<file path="src/peer_exit_handshake_macros.svh">
// Assertion macros for the RTL of the exit handshake block; only peh_back.sv includes them.
// Each macro expects signals named clk and arst_n in the using scope.
`ifndef PEER_EXIT_HANDSHAKE_MACROS_SVH
`define PEER_EXIT_HANDSHAKE_MACROS_SVH
`ifndef SYNTHESIS
// Same-cycle implication.
`define PEH_AST_IMP(lbl, ante, cons, msg) \
	lbl: assert property (@(posedge clk) disable iff (!arst_n) (ante) |-> (cons)) \
		else $error(msg);
// Next-cycle implication.
`define PEH_AST_NEXT(lbl, ante, cons, msg) \
	lbl: assert property (@(posedge clk) disable iff (!arst_n) (ante) |=> (cons)) \
		else $error(msg);
`else
`define PEH_AST_IMP(lbl, ante, cons, msg)
`define PEH_AST_NEXT(lbl, ante, cons, msg)
`endif
`endif

</file>
<file path="src/peh_pkg.sv">
package peh_pkg;

	// Default topology limits and fixed sizes.
	localparam int MAX_NODES_DEF   = 8;
	localparam int MAX_SOCKETS_DEF = 4;
	localparam int MAX_ACTIONS     = 31;
	localparam int QDEPTH          = 2;

	typedef enum logic [1:0] {
		PH_RUN    = 2'd0,
		PH_WAIT   = 2'd1,
		PH_QUIET  = 2'd2,
		PH_CLOSED = 2'd3
	} phase_t;

	typedef enum logic [1:0] {
		KIND_NOTIFY = 2'd0,
		KIND_ACK    = 2'd1,
		KIND_STATUS = 2'd2
	} kind_t;

	typedef enum logic [2:0] {
		MODE_START  = 3'd0,
		MODE_NOTIFY = 3'd1,
		MODE_ACK    = 3'd2,
		MODE_PUMP   = 3'd3,
		MODE_FINAL  = 3'd4
	} mode_t;

	typedef enum logic [2:0] {
		EV_START,
		EV_NOTIFY,
		EV_ACK,
		EV_PUMP,
		EV_FINAL,
		EV_NONE
	} ev_t;

	typedef enum logic [2:0] {
		CFG_NODE_COUNT   = 3'd0,
		CFG_SOCKET_COUNT = 3'd1,
		CFG_OWN_NODE     = 3'd2,
		CFG_OWN_SOCKET   = 3'd3,
		CFG_RETRY        = 3'd4,
		CFG_QUIESCE      = 3'd5,
		CFG_EXIT_NONCE   = 3'd6
	} cfg_idx_t;

	typedef enum logic [3:0] {
		BS_IDLE,
		BS_WALK_START,
		BS_PUMP_RD,
		BS_PUMP_CMP,
		BS_NOTIFY,
		BS_NOTIFY2,
		BS_ACK,
		BS_UPD1,
		BS_UPD2,
		BS_STATUS
	} bs_t;

	// Effective configuration seen by both front and back.
	typedef struct packed {
		logic [3:0]  eff_nodes;
		logic [2:0]  eff_sockets;
		logic [2:0]  own_node;
		logic [1:0]  own_socket;
		logic [31:0] retry;
		logic [31:0] quiesce;
		logic [31:0] own_id;
	} cfg_t;

	// One classified request waiting in the queue.
	typedef struct packed {
		ev_t         ev;
		logic [2:0]  pn;
		logic [1:0]  ps;
		logic [31:0] eid;
		logic [63:0] now;
		logic [63:0] rsum;
		logic [63:0] qsum;
		logic        peer_valid;
		logic        peer_self;
		logic        eid_zero;
		logic        eid_own;
	} q_item_t;

	// Saturating 64-bit time sum.
	function automatic logic [63:0] sat_add(input logic [63:0] a, input logic [31:0] b);
		logic [64:0] s;
		s = {1'b0, a} + {33'b0, b};
		return s[64] ? {64{1'b1}} : s[63:0];
	endfunction

endpackage

</file>
<file path="src/peh_ram.sv">
module peh_ram #(
	parameter int WIDTH = 64,
	parameter int DEPTH = 32
) (
	input  logic                                   clk,
	input  logic                                   we,
	input  logic [((DEPTH > 1) ? $clog2(DEPTH) : 1)-1:0] waddr,
	input  logic [WIDTH-1:0]                       wdata,
	input  logic [((DEPTH > 1) ? $clog2(DEPTH) : 1)-1:0] raddr,
	output logic [WIDTH-1:0]                       rdata
);
	logic [WIDTH-1:0] mem [DEPTH];

	// One write port, one registered read port.
	always_ff @(posedge clk) begin
		if (we) begin
			mem[waddr] <= wdata;
		end
		rdata <= mem[raddr];
	end
endmodule

</file>
<file path="src/peh_front.sv">
module peh_front (
	input  logic              clk,
	input  logic              arst_n,
	input  peh_pkg::cfg_t     cfg,
	input  logic              in_valid,
	output logic              in_stall,
	input  logic [2:0]        mode,
	input  logic [2:0]        peer_node,
	input  logic [1:0]        peer_socket,
	input  logic [31:0]       exit_id_in,
	input  logic [63:0]       now_ms,
	output logic              q_valid,
	output peh_pkg::q_item_t  q_item,
	input  logic              q_pop
);
	import peh_pkg::*;

	localparam int QAW = (QDEPTH > 1) ? $clog2(QDEPTH) : 1;
	localparam int QCW = $clog2(QDEPTH + 1);

	q_item_t        mem_q [QDEPTH];
	q_item_t        item;
	logic [QAW-1:0] wp_q, rp_q;
	logic [QCW-1:0] cnt_q;
	logic           push;

	// Classify the incoming request and precompute its deadlines.
	always_comb begin
		unique case (mode)
			MODE_START:  item.ev = EV_START;
			MODE_NOTIFY: item.ev = EV_NOTIFY;
			MODE_ACK:    item.ev = EV_ACK;
			MODE_PUMP:   item.ev = EV_PUMP;
			MODE_FINAL:  item.ev = EV_FINAL;
			default:     item.ev = EV_NONE;
		endcase
		item.pn         = peer_node;
		item.ps         = peer_socket;
		item.eid        = exit_id_in;
		item.now        = now_ms;
		item.rsum       = sat_add(now_ms, cfg.retry);
		item.qsum       = sat_add(now_ms, cfg.quiesce);
		item.peer_valid = ({1'b0, peer_node} < cfg.eff_nodes) &&
			({1'b0, peer_socket} < cfg.eff_sockets);
		item.peer_self  = (peer_node == cfg.own_node) && (peer_socket == cfg.own_socket);
		item.eid_zero   = (exit_id_in == 32'd0);
		item.eid_own    = (exit_id_in == cfg.own_id);
	end

	assign in_stall = (cnt_q == QCW'(QDEPTH));
	assign push     = in_valid && !in_stall;
	assign q_valid  = (cnt_q != '0);
	assign q_item   = mem_q[rp_q];

	// Queue storage.
	always_ff @(posedge clk) begin
		if (push) begin
			mem_q[wp_q] <= item;
		end
	end

	// Queue pointers and fill count.
	always_ff @(posedge clk or negedge arst_n) begin
		if (!arst_n) begin
			wp_q  <= '0;
			rp_q  <= '0;
			cnt_q <= '0;
		end else begin
			if (push) begin
				wp_q <= (wp_q == QAW'(QDEPTH - 1)) ? '0 : wp_q + 1'b1;
			end
			if (q_pop) begin
				rp_q <= (rp_q == QAW'(QDEPTH - 1)) ? '0 : rp_q + 1'b1;
			end
			if (push && !q_pop) begin
				cnt_q <= cnt_q + 1'b1;
			end else if (!push && q_pop) begin
				cnt_q <= cnt_q - 1'b1;
			end
		end
	end
endmodule

</file>
<file path="src/peh_back.sv">
`include "peer_exit_handshake_macros.svh"
module peh_back #(
	parameter int MAX_NODES   = peh_pkg::MAX_NODES_DEF,
	parameter int MAX_SOCKETS = peh_pkg::MAX_SOCKETS_DEF
) (
	input  logic              clk,
	input  logic              arst_n,
	input  peh_pkg::cfg_t     cfg,
	input  logic              q_valid,
	input  peh_pkg::q_item_t  q_item,
	output logic              q_pop,
	output logic              out_valid,
	input  logic              out_stall,
	output logic [1:0]        kind,
	output logic [2:0]        dest_node,
	output logic [1:0]        dest_socket,
	output logic [31:0]       exit_id_out,
	output logic [1:0]        phase,
	output logic              close_ready,
	output logic              finalize_ok,
	output logic              callback_fire,
	output logic              last
);
	import peh_pkg::*;

	localparam int PEERS = MAX_NODES * MAX_SOCKETS;
	localparam int PW    = (PEERS > 1) ? $clog2(PEERS) : 1;

	bs_t             state_q, state_d;
	q_item_t         cur_q;
	phase_t          phase_q;
	logic [PEERS-1:0] req_q, ack_q, seen_q;
	logic [63:0]     qd_q, qnb_q;
	logic            cr_q, cb_q, fin_q, fire_q;
	logic [PW-1:0]   idx_q, cur_idx;
	logic [3:0]      node_q;
	logic [1:0]      sock_q;
	logic [4:0]      acnt_q;
	logic            ov_q;
	logic [63:0]     rdata;

	// Control strobes from the sequencer.
	logic        take, walk_clr, step, emit, emit_act, ram_we;
	logic        set_req, set_seen, set_ack, upd_qnb, upd_qd_n, upd_quiet, upd_cr;
	logic        set_wait, do_final;
	kind_t       e_kind;
	logic [2:0]  e_node;
	logic [1:0]  e_sock;
	logic [31:0] e_eid;

	// Derived per-cycle conditions.
	logic out_free, idx_last, in_range, is_own, start_hit, pend_i, cap_ok, pending;

	assign out_free  = !ov_q || !out_stall;
	assign idx_last  = (idx_q == PW'(PEERS - 1));
	assign in_range  = (node_q < cfg.eff_nodes) && ({1'b0, sock_q} < cfg.eff_sockets);
	assign is_own    = (node_q == {1'b0, cfg.own_node}) && (sock_q == cfg.own_socket);
	assign start_hit = in_range && !is_own && !seen_q[idx_q];
	assign pend_i    = req_q[idx_q] && !ack_q[idx_q];
	assign cap_ok    = (acnt_q < 5'(MAX_ACTIONS));
	assign pending   = |(req_q & ~ack_q);
	assign cur_idx   = PW'(int'(cur_q.pn) * MAX_SOCKETS + int'(cur_q.ps));

	// Retry deadlines, one entry per peer.
	peh_ram #(.WIDTH(64), .DEPTH(PEERS)) u_retry_ram (
		.clk   (clk),
		.we    (ram_we),
		.waddr (idx_q),
		.wdata (cur_q.rsum),
		.raddr (idx_q),
		.rdata (rdata)
	);

	// Sequencer: next state and strobes.
	always_comb begin
		state_d   = state_q;
		q_pop     = 1'b0;
		take      = 1'b0;
		walk_clr  = 1'b0;
		step      = 1'b0;
		emit      = 1'b0;
		emit_act  = 1'b0;
		ram_we    = 1'b0;
		set_req   = 1'b0;
		set_seen  = 1'b0;
		set_ack   = 1'b0;
		upd_qnb   = 1'b0;
		upd_qd_n  = 1'b0;
		upd_quiet = 1'b0;
		upd_cr    = 1'b0;
		set_wait  = 1'b0;
		do_final  = 1'b0;
		e_kind    = KIND_STATUS;
		e_node    = '0;
		e_sock    = '0;
		e_eid     = '0;
		unique case (state_q)
			BS_IDLE: begin
				if (q_valid) begin
					q_pop    = 1'b1;
					take     = 1'b1;
					walk_clr = 1'b1;
					unique case (q_item.ev)
						EV_START:  state_d = (phase_q == PH_RUN) ? BS_WALK_START : BS_STATUS;
						EV_NOTIFY: state_d = ((phase_q != PH_CLOSED) && q_item.peer_valid &&
							!q_item.peer_self && !q_item.eid_zero) ? BS_NOTIFY : BS_STATUS;
						EV_ACK:    state_d = BS_ACK;
						EV_PUMP:   state_d = (phase_q == PH_WAIT) ? BS_PUMP_RD : BS_UPD1;
						EV_FINAL: begin
							do_final = cr_q && (phase_q == PH_QUIET);
							state_d  = BS_STATUS;
						end
						default:   state_d = BS_STATUS;
					endcase
				end
			end
			BS_WALK_START: begin
				if (out_free) begin
					step = 1'b1;
					if (start_hit) begin
						set_req = 1'b1;
						ram_we  = 1'b1;
						if (cap_ok) begin
							emit     = 1'b1;
							emit_act = 1'b1;
							e_kind   = KIND_NOTIFY;
							e_node   = node_q[2:0];
							e_sock   = sock_q;
							e_eid    = cfg.own_id;
						end
					end
					if (idx_last) begin
						set_wait = 1'b1;
						state_d  = BS_UPD1;
					end
				end
			end
			BS_PUMP_RD: begin
				if (pend_i) begin
					state_d = BS_PUMP_CMP;
				end else begin
					step    = 1'b1;
					state_d = idx_last ? BS_UPD1 : BS_PUMP_RD;
				end
			end
			BS_PUMP_CMP: begin
				if (cur_q.now >= rdata) begin
					if (out_free) begin
						ram_we = 1'b1;
						step   = 1'b1;
						if (cap_ok) begin
							emit     = 1'b1;
							emit_act = 1'b1;
							e_kind   = KIND_NOTIFY;
							e_node   = node_q[2:0];
							e_sock   = sock_q;
							e_eid    = cfg.own_id;
						end
						state_d = idx_last ? BS_UPD1 : BS_PUMP_RD;
					end
				end else begin
					step    = 1'b1;
					state_d = idx_last ? BS_UPD1 : BS_PUMP_RD;
				end
			end
			BS_NOTIFY: begin
				if (out_free) begin
					emit     = 1'b1;
					e_kind   = KIND_ACK;
					e_node   = cur_q.pn;
					e_sock   = cur_q.ps;
					e_eid    = cur_q.eid;
					set_seen = 1'b1;
					upd_qnb  = 1'b1;
					state_d  = BS_NOTIFY2;
				end
			end
			BS_NOTIFY2: begin
				upd_qd_n = (phase_q == PH_QUIET);
				state_d  = BS_UPD1;
			end
			BS_ACK: begin
				set_ack = (phase_q == PH_WAIT) && cur_q.eid_own && cur_q.peer_valid &&
					req_q[cur_idx];
				state_d = BS_UPD1;
			end
			BS_UPD1: begin
				upd_quiet = (phase_q == PH_WAIT) && !pending;
				state_d   = BS_UPD2;
			end
			BS_UPD2: begin
				upd_cr  = 1'b1;
				state_d = BS_STATUS;
			end
			BS_STATUS: begin
				if (out_free) begin
					emit    = 1'b1;
					e_kind  = KIND_STATUS;
					state_d = BS_IDLE;
				end
			end
			default: state_d = BS_IDLE;
		endcase
	end

	// Sequencer state register.
	always_ff @(posedge clk or negedge arst_n) begin
		if (!arst_n) begin
			state_q <= BS_IDLE;
		end else begin
			state_q <= state_d;
		end
	end

	// Exit protocol state.
	always_ff @(posedge clk or negedge arst_n) begin
		if (!arst_n) begin
			phase_q <= PH_RUN;
			req_q   <= '0;
			ack_q   <= '0;
			seen_q  <= '0;
			qd_q    <= '0;
			qnb_q   <= '0;
			cr_q    <= 1'b0;
			cb_q    <= 1'b0;
			fin_q   <= 1'b0;
			fire_q  <= 1'b0;
		end else begin
			if (take) begin
				fin_q  <= 1'b0;
				fire_q <= 1'b0;
			end
			if (set_req) begin
				req_q[idx_q] <= 1'b1;
			end
			if (set_wait) begin
				phase_q <= PH_WAIT;
			end
			if (set_seen) begin
				seen_q[cur_idx] <= 1'b1;
			end
			if (set_ack) begin
				ack_q[cur_idx] <= 1'b1;
			end
			if (upd_qnb && (cur_q.qsum > qnb_q)) begin
				qnb_q <= cur_q.qsum;
			end
			if (upd_qd_n && (qnb_q > qd_q)) begin
				qd_q <= qnb_q;
			end
			if (upd_quiet) begin
				phase_q <= PH_QUIET;
				qd_q    <= (qnb_q > cur_q.qsum) ? qnb_q : cur_q.qsum;
			end
			if (upd_cr) begin
				cr_q <= (phase_q == PH_QUIET) && (cur_q.now >= qd_q);
			end
			if (do_final) begin
				phase_q <= PH_CLOSED;
				cr_q    <= 1'b0;
				fin_q   <= 1'b1;
				fire_q  <= !cb_q;
				cb_q    <= 1'b1;
			end
		end
	end

	// Peer walker and action count.
	always_ff @(posedge clk or negedge arst_n) begin
		if (!arst_n) begin
			idx_q  <= '0;
			node_q <= '0;
			sock_q <= '0;
			acnt_q <= '0;
		end else begin
			if (walk_clr) begin
				idx_q  <= '0;
				node_q <= '0;
				sock_q <= '0;
				acnt_q <= '0;
			end else begin
				if (step) begin
					idx_q <= idx_q + 1'b1;
					if (sock_q == 2'(MAX_SOCKETS - 1)) begin
						sock_q <= '0;
						node_q <= node_q + 1'b1;
					end else begin
						sock_q <= sock_q + 1'b1;
					end
				end
				if (emit_act) begin
					acnt_q <= acnt_q + 1'b1;
				end
			end
		end
	end

	// Current request.
	always_ff @(posedge clk) begin
		if (take) begin
			cur_q <= q_item;
		end
	end

	// Output register valid.
	always_ff @(posedge clk or negedge arst_n) begin
		if (!arst_n) begin
			ov_q <= 1'b0;
		end else if (emit) begin
			ov_q <= 1'b1;
		end else if (!out_stall) begin
			ov_q <= 1'b0;
		end
	end

	// Output register payload.
	always_ff @(posedge clk) begin
		if (emit) begin
			kind          <= e_kind;
			dest_node     <= e_node;
			dest_socket   <= e_sock;
			exit_id_out   <= e_eid;
			phase         <= (e_kind == KIND_STATUS) ? phase_q : 2'd0;
			close_ready   <= (e_kind == KIND_STATUS) && cr_q;
			finalize_ok   <= (e_kind == KIND_STATUS) && fin_q;
			callback_fire <= (e_kind == KIND_STATUS) && fire_q;
			last          <= (e_kind == KIND_STATUS);
		end
	end

	assign out_valid = ov_q;

	`PEH_AST_NEXT(a_closed_sticky, phase_q == PH_CLOSED, phase_q == PH_CLOSED, "closed phase left")
	`PEH_AST_IMP(a_ready_quiet, cr_q, phase_q == PH_QUIET, "close ready outside quiescing")
	`PEH_AST_IMP(a_action_cap, emit_act, acnt_q < 5'(MAX_ACTIONS), "action cap exceeded")
	`PEH_AST_IMP(a_fire_final, out_valid && callback_fire, finalize_ok && last, "stray callback")
endmodule

</file>
<file path="src/peer_exit_handshake.sv">
// Channel   Direction  Handshake                  Payload
// config    in         cfg_valid / cfg_ready      cfg_index, cfg_data
// input     in         in_valid / in_stall        mode, peer_node, peer_socket, exit_id_in, now_ms
// result    out        out_valid / out_stall      kind .. last, one item per cycle at most
//
// A start request in the run phase walks every peer slot, one per cycle while the result
// output is free; a pump request in the wait phase walks them too, with an extra compare
// state for a pending peer, whose deadline is read from the retry RAM.
// Reset is asynchronous and active low; it clears all exit state and needs no sweep.
// A stalled result holds the walker; a two-entry queue lets input requests land meanwhile.
module peer_exit_handshake #(
	parameter int MAX_NODES   = peh_pkg::MAX_NODES_DEF,
	parameter int MAX_SOCKETS = peh_pkg::MAX_SOCKETS_DEF
) (
	input  logic        clk,
	input  logic        arst_n,
	input  logic        cfg_valid,
	output logic        cfg_ready,
	input  logic [2:0]  cfg_index,
	input  logic [31:0] cfg_data,
	input  logic        in_valid,
	output logic        in_stall,
	input  logic [2:0]  mode,
	input  logic [2:0]  peer_node,
	input  logic [1:0]  peer_socket,
	input  logic [31:0] exit_id_in,
	input  logic [63:0] now_ms,
	output logic        out_valid,
	input  logic        out_stall,
	output logic [1:0]  kind,
	output logic [2:0]  dest_node,
	output logic [1:0]  dest_socket,
	output logic [31:0] exit_id_out,
	output logic [1:0]  phase,
	output logic        close_ready,
	output logic        finalize_ok,
	output logic        callback_fire,
	output logic        last
);
	import peh_pkg::*;

	logic [3:0]  node_count_q;
	logic [2:0]  socket_count_q;
	logic [2:0]  own_node_q;
	logic [1:0]  own_socket_q;
	logic [31:0] retry_q, quiesce_q, nonce_q;
	cfg_t        cfg;
	logic        q_valid, q_pop;
	q_item_t     q_item;

	assign cfg_ready = 1'b1;

	// Configuration registers.
	always_ff @(posedge clk or negedge arst_n) begin
		if (!arst_n) begin
			node_count_q   <= 4'd1;
			socket_count_q <= 3'd1;
			own_node_q     <= '0;
			own_socket_q   <= '0;
			retry_q        <= 32'd1;
			quiesce_q      <= 32'd1;
			nonce_q        <= '0;
		end else if (cfg_valid && cfg_ready) begin
			unique case (cfg_index)
				CFG_NODE_COUNT:   node_count_q   <= cfg_data[3:0];
				CFG_SOCKET_COUNT: socket_count_q <= cfg_data[2:0];
				CFG_OWN_NODE:     own_node_q     <= cfg_data[2:0];
				CFG_OWN_SOCKET:   own_socket_q   <= cfg_data[1:0];
				CFG_RETRY:        retry_q        <= cfg_data;
				CFG_QUIESCE:      quiesce_q      <= cfg_data;
				CFG_EXIT_NONCE:   nonce_q        <= cfg_data;
				default: ;
			endcase
		end
	end

	// Effective topology and own exit id.
	always_comb begin
		cfg.eff_nodes   = ({1'b0, node_count_q} > 5'(MAX_NODES)) ? 4'(MAX_NODES) : node_count_q;
		cfg.eff_sockets = ({1'b0, socket_count_q} > 4'(MAX_SOCKETS)) ?
			3'(MAX_SOCKETS) : socket_count_q;
		cfg.own_node    = own_node_q;
		cfg.own_socket  = own_socket_q;
		cfg.retry       = retry_q;
		cfg.quiesce     = quiesce_q;
		cfg.own_id      = (nonce_q != 32'd0) ? nonce_q :
			(32'({3'b0, own_node_q} * {3'b0, cfg.eff_sockets}) + 32'(own_socket_q) + 32'd1);
	end

	peh_front u_front (
		.clk         (clk),
		.arst_n      (arst_n),
		.cfg         (cfg),
		.in_valid    (in_valid),
		.in_stall    (in_stall),
		.mode        (mode),
		.peer_node   (peer_node),
		.peer_socket (peer_socket),
		.exit_id_in  (exit_id_in),
		.now_ms      (now_ms),
		.q_valid     (q_valid),
		.q_item      (q_item),
		.q_pop       (q_pop)
	);

	peh_back #(
		.MAX_NODES   (MAX_NODES),
		.MAX_SOCKETS (MAX_SOCKETS)
	) u_back (
		.clk           (clk),
		.arst_n        (arst_n),
		.cfg           (cfg),
		.q_valid       (q_valid),
		.q_item        (q_item),
		.q_pop         (q_pop),
		.out_valid     (out_valid),
		.out_stall     (out_stall),
		.kind          (kind),
		.dest_node     (dest_node),
		.dest_socket   (dest_socket),
		.exit_id_out   (exit_id_out),
		.phase         (phase),
		.close_ready   (close_ready),
		.finalize_ok   (finalize_ok),
		.callback_fire (callback_fire),
		.last          (last)
	);
endmodule
</file>
<file path="config.mk">
export PLATFORM = sky130hd
export DESIGN_NAME = peer_exit_handshake
export DESIGN_NICKNAME = d
export VERILOG_FILES = /design/src/peh_pkg.sv /design/src/peh_ram.sv /design/src/peh_front.sv /design/src/peh_back.sv /design/src/peer_exit_handshake.sv
export VERILOG_INCLUDE_DIRS = /design/src /design/src/src
export SDC_FILE = /design/constraint.sdc
export NUM_CORES = 2
export LEC_CHECK = 0
export ABC_AREA = 1
export BUFFER_PORTS_ARGS = -buffer_cell sky130_fd_sc_hd__clkbuf_2
export CORE_UTILIZATION = 50
export DETAILED_ROUTE_END_ITERATION = 8
export MAX_ROUTING_LAYER = met4
export PLACE_DENSITY = 0.64
export REMOVE_ABC_BUFFERS = 1
export SLEW_MARGIN = 20
export SYNTH_ARGS = -nofsm -noshare
export SYNTH_HDL_FRONTEND = slang
export SYNTH_SLANG_ARGS = --single-unit
</file>
<file path="constraint.sdc">
create_clock -name clk -period 13.54 [get_ports clk]
set_clock_uncertainty 0.05 [all_clocks]
set_input_delay 0.677 -clock clk [delete_from_list [all_inputs] [get_ports clk]]
set_output_delay 0.677 -clock clk [all_outputs]
set_load 0.005 [all_outputs]
</file>
==> impl_metrics.env <==
export IMPL_crit_top_cell="nand2_1"
export IMPL_syn_to_final_growth_pct=12.3
export IMPL_post_cts_buffers=0
export IMPL_h_tree_depth=5
export IMPL_hpwlAfterDp_mm=289
export IMPL_max_stage_delay_ps=910
export IMPL_critPathKind="reg -> reg"
export IMPL_grt_pass1_wl_mm=635
export IMPL_ant_nets=0
export IMPL_io_buffers=190
export IMPL_max_slew_margin_pct=22.1
export IMPL_cts_buffers=335
export IMPL_place_gp_congestion=0.997
export IMPL_drive_gt1_share_pct=8.20
export IMPL_grt_pass1_vias=88894
export IMPL_clk_latency_ps=960
export IMPL_outcome="completed"
export IMPL_clockRootBuffer="clkbuf_16"
export IMPL_fin_area_um2=153000
export IMPL_die_area_um2=274000
export IMPL_placed_area_um2=141000
export IMPL_core_um2=271000
export IMPL_yosysUniqueCellTypes=56
export IMPL_grtUsageTotal_pct=33.2
export IMPL_power_leakage_uw=0.0567
export IMPL_die_h_um=524
export IMPL_cts_resized=0
export IMPL_ys_warn_count=0
export IMPL_critPathCaptureType="flop"
export IMPL_grt_overflow=0
export IMPL_ctsLongestPathBuffers=4
export IMPL_drc=0
export IMPL_rows=191
export IMPL_die_w_um=524
export IMPL_pin_count=192
export IMPL_synthArstFlopShare_pct=11.3
export IMPL_hp_class="in -> reg"
export IMPL_ys_seq_area_share_pct=69.3
export IMPL_setup_tns_ps=0
export IMPL_cp_arrival_ps=7260
export IMPL_synth_ff_type="edfxtp_1"
export IMPL_rsz0062_at_grt="false"
export IMPL_startpoint_type="flop"
export IMPL_dp_worst_setup_slack_ps=6360
export IMPL_antenna_found_initial=46
export IMPL_crit_fanout=93
export IMPL_netlist_instances=11748
export IMPL_pwr_density_cell_nw_per_um2=215
export IMPL_drv_slew=0
export IMPL_worst_slew_pin_slew_ps=1170
export IMPL_viasPerCell=6.02
export IMPL_initial_core_util_pct=50.3
export IMPL_path_cells="buf_4 > a21oi_1 > o21ai_0 > nand2_1 > nand2_1 > nand2_1 > nor2_1 > nand3_1 > nor2_1 > nand2_2 > nand2_1 > inv_2 > buf_4 > nor2_4 > buf_4"
export IMPL_fin_nets=12432
export IMPL_cts_tree="built"
export IMPL_clock_sinks=3223
export IMPL_first_pass_iters=6
export IMPL_setup_slack_ps=6790
export IMPL_vias=95261
export IMPL_drv_cap=0
export IMPL_drt_initial_drc_count=12964
export IMPL_period_needed_ps=6750
export IMPL_path_clk_slew_ps=60
export IMPL_max_freq_ghz=0.148
export IMPL_grt_max_degree=158
export IMPL_final_hold_viol_count=0
export IMPL_required_ps=14050
export IMPL_wl_mm=448
export IMPL_synth_edff_count=2796
export IMPL_syn_area_per_cell_um2=11.6
export IMPL_period_share_pct=49.8
export IMPL_ir_worst_vdd_uv=181
export IMPL_synth_area_um2=136000
export IMPL_ys_ff_latch=3223
export IMPL_crit_slowest_cell="dfrtp_4"
export IMPL_setup_viol=0
export IMPL_wl_per_cell_um=28.3
-- through the flow --
stage,power (uW),hold slack [ps],utilization [%],std cells
3_3_place_gp,23400,392,52.1,15130
5_1_grt,34200,8.17,56.4,15818
2_1_floorplan,19500,331,-,11172
4_1_cts,32800,0.0778,56.4,15791
3_5_place_dp,23600,395,52.1,15132
6_report,32800,39.4,56.4,15823
-- where the power goes --
part           internal (uW)  switching, uW  total, uW
Sequential             12700            734      13500
Combinational           2500           7570      10100
Clock                   5310           4000       9310
-- synth_stat cells, drive strengths merged, types with 2 or more instances --
| cell | count | area share [%] |
|---|---|---|
| edfxtp | 2796 | 62 |
| nand2 | 2208 | 6.1 |
| o21ai | 1492 | 5.5 |
| nor2 | 1367 | 3.8 |
| inv | 761 | 2.1 |
| o22ai | 551 | 2.5 |
| clkbuf | 456 | 1.3 |
| dfrtp | 359 | 6.6 |
| nand3 | 357 | 1.3 |
| ha | 345 | 3.2 |
| a21oi | 254 | 0.95 |
| a221oi | 128 | 0.82 |
| buf | 120 | 0.48 |
| a22o | 76 | 0.49 |
| dfxtp | 64 | 0.94 |
| nor3 | 60 | 0.25 |
| nand4 | 58 | 0.27 |
| o21bai | 53 | 0.29 |
| xor2 | 46 | 0.30 |
| o211ai | 28 | 0.16 |
| nor4 | 26 | 0.13 |
| a31oi | 22 | 0.10 |
| xnor2 | 21 | 0.14 |
| o21a | 20 | 0.11 |
| or2 | 18 | 0.083 |
| a21o | 15 | 0.083 |
| nand3b | 13 | 0.072 |
| a21boi | 6 | 0.033 |
| fa | 5 | 0.074 |
| a211oi | 4 | 0.022 |
| clkinv | 4 | 0.011 |
| dfstp | 4 | 0.077 |
| and3 | 2 | 0.0092 |
| nor3b | 2 | 0.011 |
-- critical path, delay by kind of cell (launching register included) --
kind                   cells  cell delay (ps)
and+or+nand+nor            9             2620
DFF                        1              910
buffers and inverters      4             2340
AOI/OAI and AO/OA          2              320
-- worst paths after layout --
kind | start | end | slack [ps] | depth (start not counted)
hold / removal | peer_node[0] | u_front.mem_q[0][230] | 40 | 1
setup / recovery | u_back.idx_q[0] | u_back.u_retry_ram.mem[29][2] | 6790 | 15
max in group asynchronous | arst_n | u_front.rp_q | 10400 | 5
hold reg to reg | u_back.seen_q[13] | u_back.seen_q[13] | 410 | 2
min in group asynchronous | arst_n | u_back.qd_q[61] | 320 | 2
setup reg to reg | u_back.idx_q[0] | u_back.u_retry_ram.mem[29][2] | 6790 | 15
-- area by class of cell --
| cell class | instances | area [um^2] |
|---|---|---|
| Timing Repair Buffer | 429 | 3020 |
| Sequential cell | 3223 | 94300 |
| Fill cell | 22277 | 118000 |
| Tap cell | 3570 | 4470 |
| Clock inverter | 204 | 2100 |
| Antenna cell | 27 | 67.6 |
| Inverter | 765 | 2900 |
| Multi-Input combinational cell | 7184 | 36900 |
| Clock buffer | 421 | 8990 |
-- metal layers --
layer	share of wire, %	GRT usage [%]	vias up	routed length (um)
li1	-	-	42261	-
met1	40	44.4	47263	179000
met2	47	51.4	4958	209000
met3	9.0	5.01	779	40100
met4	4.3	12.5	0	19100
met5	0	-	-	0
-- kinds of logic after synthesis --
kind of cell             synth area share [%]
buffers and inverters                    3.85
flip-flops                               69.3
AND/OR/NAND/NOR                          12.0
multiplexers                          0.00736
other                                 0.00276
adder cells (fa/ha/maj)                  3.25
XOR/XNOR                                0.431
AO/OA/AOI/OAI                            11.1
-- repair_timing --
item                       4_1_cts  5_1_grt
hold buffers                    34        0
hold endpoints to repair       156        0
setup endpoints to repair        0        0
-- registers in the layout, summed over array words and instances, names as in the netlist, 4 cells and up --
signal and cells:
node_count_q 4, nonce_q 32, quiesce_q 32, retry_q 32
u_back.ack_q 32, u_back.acnt_q 5, u_back.cur_q 231, u_back.exit_id_out 32
u_back.idx_q 5, u_back.node_q 4, u_back.qd_q 64, u_back.qnb_q 64
u_back.req_q 32, u_back.seen_q 32, u_back.state_q 4, u_back.u_retry_ram.mem 2048
u_back.u_retry_ram.rdata 64, u_front.mem_q 472
-- layout by cell type (no fill, tap or decap), types with 21 or more instances in the layout --
cell,count
dfxtp_1,64
bufinv_16,29
nand3_1,356
nor2_1,1326
buf_4,189
clkbuf_1,62
dfrtp_1,356
xnor2_1,21
o211ai_1,26
clkbuf_16,339
clkinv_1,68
nand4_1,58
a221oi_1,128
nand2_1,2193
ha_1,345
o22ai_1,551
clkinv_2,76
o21ai_0,1456
nor2_4,38
a31oi_1,22
clkbuf_2,189
a21oi_1,252
edfxtp_1,2796
xor2_1,46
inv_1,751
nor3_1,53
dlygate4sd3_1,34
o21bai_1,53
nor4_1,23
diode_2,27
a22o_1,76
o21ai_1,35
No activity file was read; power rests on OpenSTA's default activity.
